`src/sv/imhq_ram.sv`:
```
// Generic single-write, single-read RAM with registered read data.
`timescale 1ns / 1ps
`default_nettype none
module imhq_ram #(
  parameter int Width = 8,
  parameter int Depth = 16
) (
  input  wire logic                     clk,
  input  wire logic                     we,
  input  wire logic [$clog2(Depth)-1:0] waddr,
  input  wire logic [Width-1:0]         wdata,
  input  wire logic [$clog2(Depth)-1:0] raddr,
  output logic      [Width-1:0]         rdata
);
  logic [Width-1:0] mem [Depth];

  always_ff @(posedge clk) begin
    if (we) begin
      mem[waddr] <= wdata;
    end
    rdata <= mem[raddr];
  end
endmodule
`default_nettype wire

```
`config.mk`:
```
export PLATFORM = sky130hd
export DESIGN_NAME = imhq_ram
export DESIGN_NICKNAME = d
export VERILOG_FILES = /design/src/sv/imhq_ram.sv
export SDC_FILE = /design/constraint.sdc
export NUM_CORES = 1
export LEC_CHECK = 0
export BUFFER_PORTS_ARGS = -buffer_cell sky130_fd_sc_hd__buf_2
export CAP_MARGIN = 20
export CORE_MARGIN = 3
export CORE_UTILIZATION = 60
export DETAILED_ROUTE_END_ITERATION = 12
export GPL_TIMING_DRIVEN = 0
export PLACE_DENSITY = 0.84
export SKIP_CTS_REPAIR_TIMING = 1
export SLEW_MARGIN = 0
export SYNTH_ARGS = -nofsm -noshare
export SYNTH_HDL_FRONTEND = slang
export SYNTH_SLANG_ARGS = --single-unit
```
`constraint.sdc`:
```
create_clock -name clk -period 1.7 [get_ports clk]
set_clock_uncertainty 0.1 [all_clocks]
set_input_delay 0 -clock clk [delete_from_list [all_inputs] [get_ports clk]]
set_output_delay 0 -clock clk [all_outputs]
set_load 0.005 [all_outputs]
```
# Word-level counts from Yosys, hierarchy flattened
# Memory sizes are Yosys's and may differ from the RTL's. A register that Yosys moved wholly into a read port is not among the register bits.
# Index checks and enable logic that the tools add are counted.
# op_classes
muxes	2
# op_table
operator	n
two-way mux 1 bit	2
# totals
reg_bits	0
ramBits	128
input_bits	18
output_inout_bits	8
elab_cells	3
mem_count	1
# memory_table
name	depth	width	read_ports	rd_clocked_by_memory_dff	write_ports	line_no	source
mem	16	8	1	1	1	15	logic [Width-1:0] mem [Depth];

# Depth between registers and ports, before layout
# Gate-level depths: netlist (run 1).
# depth
word_depth	2
ltp_mapped	5
depth_no_buf	3

# Worst setup path after synthesis (run 1)
# OpenSTA, ideal clock, no wires.
# synth_timing
path_kind	input port to flip-flop
startpoint	input port waddr[2]
endpoint	memory mem[0][0], enable pin
setup_time_ns	0.383
t_arrival_ns	1.110
required_ns	1.217
path_slack_ns	0.107
path_stages	2
path_buffers	0
cell_sequence	or3b_2 -> nor3_1
# synth_lines
element	line_no	source
start, declared	10	input wire logic [$clog2(Depth)-1:0] waddr,
end, declared	15	
# No word-level cell before the write port.

# Worst setup path in the final report (run 1)
# layout_timing
startpoint	input port waddr[1]
endpoint	memory mem[1][1], enable pin
# No word-level cell before the write port.

==> impl_metrics.csv, run 1 <==
group,metric,value,unit
floorplanning,ios,26,
route,first_iter_violations,343,
synthesis,syn_avg_cell_area,22.5,um2
timing,finalCriticalPeriod,1610,ps
critical_path,reg2reg_slack,180,ps
global_route,grt_overflow,0,
final_layout,n_antenna_cell,0,
route,routed_wirelength,10400,um
synthesis,synth_flop_cell,"edfxtp_1",
clock_network,clk_path_buf_depth,2,
floorplanning,start_util,62.3,%
synthesis,async_flop_share,0,%
timing,maxSlewHeadroom,41.3,%
outcome,violations,"hold timing",
clock_network,clock_insertion_delay_worst_skew,520,ps
power_and_ir_drop,p_seq_share,47.4,%
power_and_ir_drop,power,7.95,mW
final_layout,area_growth,20.8,%
synthesis,synth_fp_nets,247,
worst_hold_path,hold_class,"primary input to register",
route,vias_per_cell,6.34,
route,top_layer,"met4",
synthesis,synthTopCellsByArea,"edfxtp_1 (75%), mux4_2 (7.9%), mux4_1 (7.1%)",
final_layout,layout-drive-gt1-share,29.1,%
route,wl_met3,887,um
timing,fin_crit_sh,94.5,%
flow_run,drv_cap,0,
route,wl_met1,4090,um
final_layout,fin_util,75.3,%
outcome,status,"finished with violations",
timing,rsz0062_at_grt,"no",
floorplanning,rows,33,
critical_path,crit_chain,"dlygate4sd3_1, buf_2, nand2b_1, nor2_1",
clock_network,clockRootBuffer,"clkbuf_8",
critical_path,worstSetupEndpointType,"register",
synthesis,syn_inst,229,
route,drt_first_pass_iters,5,
synthesis,synth_cell_type_count,19,
route,wl_met2,5060,um
synthesis,synth_top_cell_by_area,"edfxtp_1",
place,placed_cells,360,
clock_network,tritoncts,"done",
timing,final_hold_viol_count,5,
route,ant_nets,0,
place,io_buffers,24,
synthesis,netlist_area,5150,um2
power_and_ir_drop,p_int,6.35,mW
critical_path,rr_worst_depth,3,
route,drc,0,
critical_path,crit_fanout,8,
power_and_ir_drop,netSwitchingFraction,20.1,%
global_route,grt_max_degree,17,
timing,setup_viol,0,
place,dpl.hpwl,6240,um
place,gp_congestion,0.745,
timing,whs,-48.4,ps
critical_path,worst-endpoint-required,1740,ps
route,wl_per_cell,25.2,um
floorplanning,design.core.area,8260,um2
timing,slew_viol_final,0,
final_layout,nets,311,
timing,finalSetupTns,0,ps
critical_path,cpPeakStageDelay,710,ps
power_and_ir_drop,p_leak,2.14,nW
clock_network,htreeDepth,4,
synthesis,synth.ff_latch_count,136,
synthesis,yosys_warnings,0,
route,num_vias,2607,
clock_network,numCtsBuffers,17,
floorplanning,die_area,9730,um2
synthesis,synth_common_cells,"edfxtp_1 (128), mux4_2 (18), a22oi_1 (16)",
worst_hold_path,hold-path-cell-count,4,
synthesis,synth_most_common_cell,"edfxtp_1",
global_route,grt_pass1_wl,15600,um
clock_network,cts.sinks,136,
global_route,grt_usage,22.8,%
power_and_ir_drop,ir_worst_vdd,0.859,mV
power_and_ir_drop,power_frac_comb,4.9,%
power_and_ir_drop,clkPwrFrac,47.7,%
clock_network,clkTransAtPathRegs,60,ps
floorplanning,die_height,98.6,um
critical_path,critical_path.startpoint_type,"primary input",
floorplanning,die_width,98.6,um
global_route,antenna_found_initial,0,
critical_path,crit_type,"primary input to register",
synthesis,ys_seq_area_share,77.8,%
power_and_ir_drop,p_sw,1.60,mW
global_route,grt_pass1_vias,2666,
synthesis,yosysTopAreaCellShare,74.7,%
timing,fmax,622,MHz
synthesis,synth-edff-count,128,
power_and_ir_drop,power_density,1280,nW/um2
critical_path,slowest_stage,"nor2_1",
critical_path,cp.arrival,1650,ps
final_layout,stdcell_count,411,
timing,worst_pin_slew,878,ps
## layout by cell type (no fill, tap or decap), types with 4 or more instances in the layout
master and instances:
edfxtp_1 128, a22oi_1 16, nor3_1 4, clkinv_4 4, mux4_2 18, dfxtp_1 8, clkbuf_16 16, mux4_1 14
dlygate4sd3_1 17, buf_2 28, nand2_1 9, nor2_1 13, bufinv_16 4
## cell families (layout without fill, tap and decap cells)
kind of cell / count (synthesis) / in the layout / share of synthesized area, %
flip-flops: 136 / 136 / 77.8
AND/OR/NAND/NOR: 35 / 35 / 3.18
multiplexers: 32 / 32 / 15.0
AO/OA/AOI/OAI: 16 / 16 / 2.33
buffers and inverters: 10 / 87 / 1.68
## worst paths after layout
path | from | end
max | waddr[1] | mem[1][1]
min | raddr[2] | rdata[1]
max reg2reg | mem[3][0] | rdata[0]
min reg2reg | mem[9][3] | rdata[3]
## power by group through the flow
stage / Sequential (mW) / Combinational, mW / Clock, mW
floorplan: 3.84 / 0.190 / 0
global placement: 3.83 / 0.337 / 0
detailed placement: 3.84 / 0.353 / 0
CTS: 3.77 / 0.358 / 3.83
global route: 3.78 / 0.414 / 3.98
finish: 3.77 / 0.386 / 3.80
## per-layer routing
metal  vias to the layer above  track usage (%)
met1                      1316             31.4
met5                         -                0
li1                       1107                -
met4                         0             9.87
met3                        31             7.08
met2                       153             34.3
## state kept, by name (all words and copies together) (netlist names)
register,cells
rdata,8
mem,128
## critical path: cells and delay by family
kind,cells,cell delay (ps)
and+or+nand+nor,2,940
buffers and inverters,2,710
## per-stage QoR
stage	hold WS, ps	setup slack (ps)	instance area (um2)
6_report	-48.4	93.0	6220
5_1_grt	3.53	55.3	6220
4_1_cts	-234	179	6040
3_5_place_dp	279	-86.1	5410
3_3_place_gp	278	-417	5400
2_1_floorplan	-1.13	107	5150
## area by class of cell
cell class / instances / area (um2)
fill: 445 / 2040
multi-input combinational: 83 / 1060
clock inverter: 14 / 198
sequential: 136 / 4000
tap: 105 / 131
timing repair buffer: 45 / 315
buffer: 10 / 86.3
clock buffer: 18 / 428
No activity file was read; power rests on OpenSTA's default activity.
==> inputs of run 2 (changes only) <==
--- a/config.mk
+++ b/config.mk
@@ -11,7 +11,7 @@
 export CORE_UTILIZATION = 60
 export DETAILED_ROUTE_END_ITERATION = 12
 export GPL_TIMING_DRIVEN = 0
-export PLACE_DENSITY = 0.84
+export PLACE_DENSITY_LB_ADDON = 0.08
 export SKIP_CTS_REPAIR_TIMING = 1
 export SLEW_MARGIN = 0
 export SYNTH_ARGS = -nofsm -noshare
==> run 2 against run 1 <==
Effect of this change:
- the flow still finishes with violations (hold timing)
- maximum frequency up 1.3%
- combinational power down 4%
- sequential share of layout area up 0.17 points
- die area unchanged
- register-to-register slack better by 40 ps
- worst hold slack better by 9.9 ps
- final area down 0.26%
- cell count down 0.49%
- critical path depth unchanged
- critical endpoint is now mem[6][7]
- largest power group unchanged
==> impl_metrics.csv, run 2 (same netlist as run 1, synthesis figures left out) <==
group,metric,value,unit
critical_path,worstSetupEndpointType,"register",
power_and_ir_drop,p_leak,2.12,nW
clock_network,clock_insertion_delay_worst_skew,510,ps
final_layout,layout_common_cells,"edfxtp_1 (128), buf_2 (27), mux4_2 (18), a22oi_1 (16), clkbuf_16 (16)",
critical_path,worst-endpoint-required,1730,ps
final_layout,fin_util,75.1,%
timing,setup_viol,0,
clock_network,clk_path_buf_depth,2,
global_route,grt_overflow,0,
final_layout,regMostFlops,"mem",
timing,final_hold_viol_count,11,
timing,rsz0062_at_grt,"no",
timing,whs,-38.5,ps
clock_network,tritoncts,"done",
critical_path,crit_type,"primary input to register",
route,first_iter_violations,273,
final_layout,reg.largest.list,"mem: 128 flops, rdata: 8 flops",
place,gp_congestion,0.744,
timing,worst_pin_slew,951,ps
floorplanning,rows,33,
route,num_vias,2487,
floorplanning,start_util,62.3,%
critical_path,crit_path_end,"mem[6][7]",
floorplanning,design.core.area,8260,um2
final_layout,stdcell_count,409,
final_layout,nFillCells,476,
final_layout,layout-drive-gt1-share,28.6,%
critical_path,r2r_end,"rdata[3]",
global_route,antenna_found_initial,0,
clock_network,clkTransAtPathRegs,60,ps
power_and_ir_drop,power_density,1280,nW/um2
floorplanning,die_width,98.6,um
timing,slew_viol_final,0,
floorplanning,ios,26,
critical_path,cp.arrival,1620,ps
power_and_ir_drop,power,7.95,mW
timing,layout_setup_ws,113,ps
final_layout,largest_reg_flops,128,
final_layout,fin_area,6200,um2
global_route,grt_pass1_vias,2541,
timing,fmax,630,MHz
timing,maxSlewHeadroom,36.4,%
final_layout,n_antenna_cell,0,
global_route,grt_pass1_wl,15000,um
floorplanning,die_area,9730,um2
place,dpl.hpwl,5970,um
route,wl_per_cell,24.0,um
outcome,status,"finished with violations",
final_layout,nets,309,
floorplanning,die_height,98.6,um
final_layout,mostFrequentLayoutCell,"edfxtp_1",
route,vias_per_cell,6.08,
critical_path,crit_start,"waddr[0]",
critical_path,reg2reg_slack,220,ps
critical_path,critical_path.startpoint_type,"primary input",
place,dpl-instance-area,5430,um2
clock_network,cts.sinks,136,
route,drt_first_pass_iters,4,
clock_network,htreeDepth,4,
route,routed_wirelength,9810,um
critical_path,rr_worst_depth,3,
global_route,grt_max_degree,17,
route,drc,0,
power_and_ir_drop,ir_worst_vdd,0.836,mV
outcome,violations,"hold timing",
clock_network,numCtsBuffers,17,
critical_path,crit_fanout,8,
timing,finalCriticalPeriod,1590,ps
place,post-place-ws,-209,ps
flow_run,drv_cap,0,
clock_network,clockRootBuffer,"clkbuf_8",
global_route,grt_usage,22.2,%
final_layout,area_growth,20.5,%
timing,fin_crit_sh,93.4,%
place,placed_cells,362,
place,io_buffers,24,
route,ant_nets,0,
timing,finalSetupTns,0,ps
critical_path,timing.rr.start,"mem[0][3]",
worst_hold_path,hold_class,"primary input to register",
## run 2: changes by cell type in the layout (fill, tap and decap cells not counted)
cell	change
buf_4	+3
clkbuf_1	+2
clkinv_2	+2
clkinv_4	-2
dlygate4sd3_1	-2
inv_6	-2
buf_2	-1
bufinv_16	+1
clkbuf_2	-1
clkbuf_4	-1
clkbuf_8	-1
## run 2: layout make-up
class | count | area (um2) | share of cell area (%)
buffer | 10 | 86.3 | 1.39
multi-input combinational | 83 | 1060 | 17.0
clock buffer | 19 | 422 | 6.80
sequential | 136 | 4000 | 64.5
timing repair buffer | 43 | 300 | 4.84
tap | 105 | 131 | 2.12
clock inverter | 13 | 203 | 3.27
## run 2: routing by layer
layer  up-vias  track usage (%)  routed length, um
met5         -                0                  0
met4         0             7.98                172
met3        16             7.08                691
met2        96             33.4               4960
met1      1277             31.4               3990
li1       1098                -                  -
## run 2: power breakdown
part | internal (mW) | switching, mW
registers | 3.75 | 0.0187
logic | 0.172 | 0.200
clock network | 2.52 | 1.29
total | 6.44 | 1.51
## run 2: worst min-delay path by stage
stage                   from        end  cells past startpoint
finish              waddr[3]  mem[8][4]                      3
global route        waddr[2]  mem[0][6]                      3
CTS                 wdata[5]  mem[3][5]                      1
floorplan           wdata[0]  mem[0][0]                      0
detailed placement  rdata[2]   rdata[2]                      1
global placement    rdata[2]   rdata[2]                      1
## run 2: worst max-delay path, stage by stage
cell	delay, ps
dlygate4sd3_1	530
buf_2	160
nand2b_1	200
nor2_1	730
==> inputs of run 3 (changes only) <==
--- a/config.mk
+++ b/config.mk
@@ -7,12 +7,12 @@
 export LEC_CHECK = 0
 export BUFFER_PORTS_ARGS = -buffer_cell sky130_fd_sc_hd__buf_2
 export CAP_MARGIN = 20
-export CORE_MARGIN = 3
+export CORE_MARGIN = 5
 export CORE_UTILIZATION = 60
 export DETAILED_ROUTE_END_ITERATION = 12
 export GPL_TIMING_DRIVEN = 0
 export PLACE_DENSITY_LB_ADDON = 0.08
-export SKIP_CTS_REPAIR_TIMING = 1
+export RECOVER_POWER = 100
 export SLEW_MARGIN = 0
 export SYNTH_ARGS = -nofsm -noshare
 export SYNTH_HDL_FRONTEND = slang
==> run 3 against run 2 <==
Effect of this change:
- the flow now finishes without violations
- die area grew 8.3%
- non-clock buffer count grew 2
- global-route usage shrank 0.13 points
- cell count grew 0.49%
- first-iteration DRC count shrank 30%
- register-to-register slack lost 30 ps
- worst hold slack gained 49 ps
- critical path depth grew 2
- sequential power is essentially flat
- sequential share of layout area grew 0.64 points
- via count is essentially flat
- critical endpoint is now rdata[2]
- largest cell class unchanged
- largest power group is now sequential cells
- highest routed layer unchanged
==> impl_metrics.csv, run 3 (same netlist as run 1, synthesis figures left out) <==
group,metric,value,unit
clock_network,clk_path_buf_depth,2,
final_layout,layout-drive-gt1-share,24.8,%
place,gp_congestion,0.683,
flow_run,drv_cap,0,
clock_network,tritoncts,"done",
route,wl_per_cell,24.7,um
timing,fmax,623,MHz
timing,slew_viol_final,0,
final_layout,area_growth,19.3,%
final_layout,stdcell_count,411,
worst_hold_path,worstHoldStart,"waddr[3]",
clock_network,numCtsBuffers,17,
final_layout,largest_reg_flops,128,
place,placed_cells,362,
final_layout,n_antenna_cell,0,
global_route,grt_usage,22.1,%
critical_path,worstSetupEndpointType,"register",
clock_network,cts.sinks,136,
clock_network,clockRootBuffer,"clkbuf_8",
timing,worst_pin_slew,835,ps
critical_path,rr_worst_depth,3,
final_layout,mostFrequentLayoutCell,"edfxtp_1",
final_layout,regMostFlops,"mem",
floorplanning,die_width,103,um
outcome,status,"completed",
power_and_ir_drop,p_leak,2.05,nW
global_route,grt_overflow,0,
power_and_ir_drop,ir_worst_vdd,0.761,mV
timing,final_hold_viol_count,0,
global_route,grt_max_degree,17,
floorplanning,die_area,10500,um2
global_route,grt_pass1_vias,2678,
route,first_iter_violations,192,
timing,rsz0062_at_grt,"no",
floorplanning,ios,26,
timing,maxSlewHeadroom,44.4,%
critical_path,crit_fanout,10,
place,io_buffers,24,
final_layout,fin_util,74.0,%
clock_network,clkTransAtPathRegs,60,ps
floorplanning,start_util,62.0,%
power_and_ir_drop,power_density,1230,nW/um2
place,dpl-instance-area,5420,um2
final_layout,nets,311,
critical_path,cp.arrival,1890,ps
floorplanning,rows,33,
final_layout,nFillCells,473,
global_route,antenna_found_initial,0,
critical_path,r2r_end,"rdata[2]",
final_layout,fin_area,6140,um2
worst_hold_path,hold_class,"primary input to register",
worst_hold_path,whs_endpoint,"mem[0][0]",
route,routed_wirelength,10100,um
timing,finalCriticalPeriod,1610,ps
floorplanning,design.core.area,8300,um2
timing,setup_viol,0,
route,vias_per_cell,6.05,
global_route,grt_pass1_wl,15800,um
floorplanning,die_height,103,um
final_layout,layout_common_cells,"edfxtp_1 (128), mux4_2 (18), dlygate4sd3_1 (17), a22oi_1 (16), clkbuf_16 (16)",
critical_path,worst-endpoint-required,1990,ps
critical_path,critical_path.startpoint_type,"primary input",
critical_path,timing.rr.start,"mem[4][2]",
place,dpl.hpwl,5980,um
critical_path,crit_type,"primary input to register",
clock_network,clock_insertion_delay_worst_skew,500,ps
final_layout,reg.largest.list,"mem: 128 flops, rdata: 8 flops",
timing,fin_crit_sh,94.4,%
route,ant_nets,0,
worst_hold_path,hold-path-cell-count,3,
route,num_vias,2486,
route,drt_first_pass_iters,5,
critical_path,reg2reg_slack,190,ps
route,drc,0,
clock_network,htreeDepth,4,
==> run 3: cell count changes in the layout (fill, tap and decap cells not counted), sizes merged <==
cell / delta
buf: -15
clkbuf: +15
bufinv: -4
clkinvlp: +4
dlygate4sd3: +2
clkinv: -1
inv: +1
==> run 3: stage by stage <==
stage | setup WS, ps | TNS [ps] | hold slack (ps) | power, mW
global route | 7.86 | 0 | 12.9 | 7.78
floorplan | 107 | 0 | -1.13 | 4.03
global placement | -452 | -7040 | 279 | 4.18
detailed placement | -260 | -2510 | 275 | 4.19
CTS | 78.0 | 0 | -19.0 | 7.58
finish | 94.7 | 0 | 10.2 | 7.53
==> run 3: how the worst max path moves through the flow <==
stage / start / endpoint / slack [ps] / depth (start not counted)
4_1_cts: raddr[2] / rdata[0] / 80 / 6
3_5_place_dp: waddr[2] / mem[0][7] / -260 / 4
3_3_place_gp: waddr[2] / mem[0][7] / -450 / 3
5_1_grt: we / mem[12][0] / 8 / 5
6_report: raddr[0] / rdata[2] / 90 / 6
2_1_floorplan: waddr[2] / mem[0][0] / 110 / 2
==> run 3: worst max-delay path: stages <==
cell and delay (ps):
dlygate4sd3_1 560, buf_6 140, buf_6 180, mux4_1 640
a22oi_1 280, nand2_1 90
==> run 3: repair_timing <==
item	in CTS	in global routing
setup endpoints to repair	0	1
buffers inserted	0	0
hold buffers	17	0
hold endpoints to repair	144	0
gates resized for setup	0	1
==> run 3: final cells by class <==
type,instances,area (um2),share of cell area [%]
Multi-Input combinational cell,83,1060,17.3
Timing Repair Buffer,45,295,4.81
Buffer,10,86.3,1.41
Clock buffer,19,442,7.19
Sequential cell,136,4000,65.2
Clock inverter,13,124,2.02
Tap cell,105,131,2.14
==> run 3: per-layer routing <==
metal / routed length, um / global-route usage (%) / share of wire (%) / vias up
met1: 4160 / 31.1 / 41 / 1254
met3: 757 / 5.41 / 7.5 / 14
met4: 182 / 7.16 / 1.8 / 0
li1: - / - / - / 1101
met2: 5030 / 34.6 / 50 / 117
met5: 0 / 0 / 0 / -
==> run 3: power by group <==
group | total (mW) | internal [mW] | switching (mW)
combinational | 0.380 | 0.168 | 0.212
clock | 3.38 | 2.02 | 1.35
sequential | 3.77 | 3.75 | 0.0187
total | 7.53 | 5.94 | 1.59
